## src/vrefr_pkg.sv

```systemverilog
`timescale 1ns / 1ps

package vrefr_pkg;

  // Integer square root: radicand padded to an even width, two bits per step.
  localparam int unsigned RAD_W       = 54;
  localparam int unsigned ROOT_W      = RAD_W / 2;
  localparam int unsigned REM_W       = ROOT_W + 2;
  localparam int unsigned SQRT_STEPS  = 3;
  localparam int unsigned SQRT_STAGES = ROOT_W / SQRT_STEPS;

  // Stages ahead of the root, and behind it.
  localparam int unsigned PRE_STAGES  = 6;
  localparam int unsigned POST_STAGES = 3;
  localparam int unsigned PIPE_LAT    = PRE_STAGES + SQRT_STAGES + POST_STAGES;

  // Fixed-point constants.
  localparam logic [28:0] ONE_Q28 = 29'd1 << 28;
  localparam logic [60:0] ONE_Q52 = 61'd1 << 52;
  localparam logic [15:0] ONE_Q12 = 16'd1 << 12;

  // Fields carried alongside the datapath until the final combine.
  typedef struct packed {
    logic [2:0][15:0] v;
    logic [2:0][15:0] n;
    logic [2:0][32:0] veta;
    logic [15:0]      eta;
  } side_t;

endpackage

```

## src/vrefr_isqrt.sv

```systemverilog
`timescale 1ns / 1ps

module vrefr_isqrt import vrefr_pkg::*; (
  input  logic              clk_i,
  input  logic [RAD_W-1:0]  rad_i,
  output logic [ROOT_W-1:0] root_o
);

  logic [RAD_W-1:0]  rad_w  [SQRT_STAGES+1];
  logic [REM_W-1:0]  rem_w  [SQRT_STAGES+1];
  logic [ROOT_W-1:0] root_w [SQRT_STAGES+1];

  logic [RAD_W-1:0]  rad_q  [SQRT_STAGES];
  logic [REM_W-1:0]  rem_q  [SQRT_STAGES];
  logic [ROOT_W-1:0] root_q [SQRT_STAGES];

  assign rad_w[0]  = rad_i;
  assign rem_w[0]  = '0;
  assign root_w[0] = '0;

  for (genvar s = 0; s < SQRT_STAGES; s++) begin : g_stage
    logic [RAD_W-1:0]  rad_d;
    logic [REM_W-1:0]  rem_d;
    logic [ROOT_W-1:0] root_d;

    // Restoring recurrence: bring down two radicand bits, try 4q+1.
    always_comb begin
      logic [REM_W+1:0] t;
      logic [REM_W+1:0] trial;
      rad_d  = rad_w[s];
      rem_d  = rem_w[s];
      root_d = root_w[s];
      for (int j = 0; j < SQRT_STEPS; j++) begin
        t     = {rem_d, rad_d[RAD_W-1 -: 2]};
        trial = {2'b00, root_d, 2'b01};
        if (t >= trial) begin
          rem_d  = REM_W'(t - trial);
          root_d = {root_d[ROOT_W-2:0], 1'b1};
        end else begin
          rem_d  = t[REM_W-1:0];
          root_d = {root_d[ROOT_W-2:0], 1'b0};
        end
        rad_d = rad_d << 2;
      end
    end

    always_ff @(posedge clk_i) begin
      rad_q[s]  <= rad_d;
      rem_q[s]  <= rem_d;
      root_q[s] <= root_d;
    end

    assign rad_w[s+1]  = rad_q[s];
    assign rem_w[s+1]  = rem_q[s];
    assign root_w[s+1] = root_q[s];
  end

  assign root_o = root_w[SQRT_STAGES];

endmodule

```

## config.mk

```make
export PLATFORM = sky130hd
export DESIGN_NAME = vrefr_isqrt
export DESIGN_NICKNAME = d
export VERILOG_FILES = /design/src/vrefr_pkg.sv /design/src/vrefr_isqrt.sv
export SDC_FILE = /design/constraint.sdc
export NUM_CORES = 2
export LEC_CHECK = 0
export BUFFER_PORTS_ARGS = -buffer_cell sky130_fd_sc_hd__buf_2
export CAP_MARGIN = 5
export CELL_PAD_IN_SITES_DETAIL_PLACEMENT = 1
export CELL_PAD_IN_SITES_GLOBAL_PLACEMENT = 1
export CORE_AREA = 2 2 319 321
export DETAILED_ROUTE_END_ITERATION = 10
export DIE_AREA = 0 0 321 323
export PLACE_DENSITY = 0.8
export SETUP_SLACK_MARGIN = 0.3
export SYNTH_ARGS = -nofsm -noshare
export SYNTH_HDL_FRONTEND = slang
export SYNTH_SLANG_ARGS = --single-unit
```

## constraint.sdc

```tcl
create_clock -name clk_i -period 10.4 [get_ports clk_i]
set_input_delay 0.52 -clock clk_i [delete_from_list [all_inputs] [get_ports clk_i]]
set_output_delay 0.52 -clock clk_i [all_outputs]
set_load 0.05 [all_outputs]
```

==> reports/results.ini <==
[run_status]
outcome = finished clean

[global_route]
grt_max_degree = 40
antenna_found_initial = 7
grt-ovfl-total = 0
grt_pass1_vias = 43565
grt.total_usage = 0.292
grt_pass1_wl_mm = 244

[timing]
max_freq_mhz = 106
relSlewSlack = 0.289
finalCritPeriodShare = 0.905
setup_ws_ps = 986
fin_setup_tns_ps = 0
finClkSkew_ps = 32.3
setup_viol = 0
rsz0062_at_grt = false
period_needed_ps = 9410
hold_violations = 0
worst_pin_slew_ps = 1060
maxSlewViolCount = 0

[route]
viasPerCell = 6.05
wirelength_mm = 156
first_pass_iters = 5
avgRoutedWirePerCell_microns = 21.8
postRouteAntennaNets = 0
drc_errors = 0
via_count = 43213
drtIter0Drc = 2544

[setup_path]
crit_path_end_kind = register
startpoint = root_q[0][87]
ff2ff_path_depth = 38
required_ps = 10890
cp-start-kind = register
crit_fanout = 28
timing.rr.start = root_q[0][87]
reg2reg_setup_slack_ps = 990
path_delay_family = compound AO/OA/AOI/OAI gates
crit_top_cell = a21o_1
max_stage_delay_ps = 640
critPathSlowestCell = or4_1
path_class = reg -> reg
path_buf_inv = 4
regToRegEndpoint = rem_q[0][135]
arrival_ps = 9900

[synth]
synth_seq_area_share = 0.261
synth.distinct_cells = 114
synthTopCellsByCount = 583 x dfxtp_1, 559 x nor2_1, 544 x a21oi_1
synth_top_cell_by_area = dfxtp_1
ys_seq_elements = 583
netlist_instances = 5701
synth-edff-count = 0
synthFlopType = dfxtp_1
ys_warn_count = 0
netlist_top_cells_area = dfxtp_1 26%, ha_1 11%, xnor2_1 6.8%
synthArstFlopShare = 0
syn_area_sq_um = 44800
synth.most_common_cell = dfxtp_1
syn_area_per_cell_sq_um = 7.85
yosys.area.top_type_share = 0.261

[die]
die_w_microns = 321
rows = 117
io_pins = 82
dieArea_sq_um = 104000
core_sq_um = 101000
die_h_microns = 323
start_util = 0.444

[flow_run]
cap_violations = 0

[clocking]
cts_made_buffers = 67
root_buffer = clkbuf_16
clockBufferDepth = 3
clkTransAtPathRegs_ps = 60
cts_tree = yes
clk_latency_ps = 660
clkSinkCount = 583
htreeDepth = 3

[placed_design]
placed_cell_area_sq_um = 46400
routabilityCongestion = 0.966
portBuffers = 81
dpl_worst_slack_ps = 550
hpwl_mm = 124
dp.cells = 6963

[finish]
stdcell_area_sq_um = 49300
multiInputGateArea_sq_um = 31300
drive_above_1_share = 0.0745
seqCellArea_sq_um = 11700
fill_cells = 12375
area_growth_pct = 10.2
finalNetCount = 6235
finalNonFillerCells = 7142

[hold_path]
hold_path.class = in -> reg
hold_start = rad_i[49]
whs_path_depth = 3
min_to = rem_q[0][1]

[pwr]
vdd_drop_max_mv = 0.133
leakage_nw = 22.3
cellPowerDensity_nw_per_um2 = 218

-- area by class of cell --
type	instances	area share
multi-input combinational	4639	0.634
sequential	583	0.237
clock buffer	86	0.0375
tap	1309	0.0332
timing repair buffer	173	0.0246
inverter	311	0.0238
clock inverter	37	0.0100
antenna	4	0.000203
-- layout by cell type (no fill, tap or decap), types with 57 or more instances in the layout --
| cell | Yosys | layout |
|---|---|---|
| nand3_1 | 167 | 167 |
| o21ai_0 | 300 | 300 |
| o21a_1 | 71 | 71 |
| nor4_1 | 65 | 64 |
| a21o_1 | 192 | 192 |
| a31oi_1 | 62 | 62 |
| buf_2 | 25 | 81 |
| nor2_1 | 559 | 559 |
| nand4_1 | 101 | 101 |
| dfxtp_1 | 583 | 583 |
| nand2b_1 | 69 | 69 |
| o21bai_1 | 57 | 57 |
| xor2_1 | 159 | 159 |
| clkbuf_16 | 0 | 68 |
| xnor2_1 | 349 | 349 |
| nand2_1 | 435 | 435 |
| nor3_1 | 141 | 141 |
| inv_1 | 301 | 301 |
| ha_1 | 405 | 405 |
| and3_1 | 59 | 59 |
| a21oi_1 | 544 | 544 |
| mux2_2 | 58 | 58 |
-- flip-flops by register name, indices dropped and copies added (netlist names) --
signal,count
rem_q,232
rad_q,216
root_q,135
-- tightest hold or removal path: cells and delay by family --
kind / cells / cell delay, ps
buffers and inverters: 1 / 100
AOI/OAI and AO/OA: 1 / 60
and+or+nand+nor: 1 / 50
-- stage by stage --
step	hold WS [ps]	power, W	util
3_5_place_dp	313	0.00808	0.461
3_3_place_gp	310	0.00794	0.461
2_1_floorplan	310	0.00667	-
6_report	132	0.0107	0.490
4_1_cts	105	0.0107	0.489
5_1_grt	133	0.0114	0.490
-- how the worst max path moves through the flow --
stage                                to  slack, ps  depth (start not counted)
after floorplan           rem_q[0][157]       1920                         40
after global placement    rem_q[0][220]        900                         34
after detailed placement  rem_q[0][215]        550                         34
after CTS                 rem_q[0][215]        480                         34
after global routing      rem_q[0][135]        330                         40
final                     rem_q[0][135]        990                         38
-- power by group --
part	switching [W]	internal [W]
clock	0.00105	0.00148
sequential	0.000450	0.00262
combinational	0.00318	0.00195
-- logic make-up after synthesis --
group | after synthesis | share of synthesized area
compound gates | 1655 | 0.239
xor+xnor | 508 | 0.0994
fa+ha+maj | 405 | 0.113
buf+inv | 482 | 0.0420
flops | 583 | 0.261
mux | 93 | 0.0230
other cells | 1 | 0.0000838
simple gates | 1974 | 0.223
-- repair_timing --
action,4_1_cts,5_1_grt
hold buffers,48,0
hold endpoints to repair,48,0
resized for setup,0,8
endpoints found under the setup margin,0,58
setup buffers,0,4
-- per-layer routing --
layer / routed length, microns / part of all wire / GRT usage / vias up
li1: - / - / - / 20892
met1: 67100 / 0.43 / 0.359 / 21112
met2: 77100 / 0.50 / 0.526 / 915
met3: 5540 / 0.036 / 0.0275 / 290
met4: 5820 / 0.037 / 0.112 / 4
met5: 27 / 0.00017 / 0 / -
No activity file was read; power rests on OpenSTA's default activity.
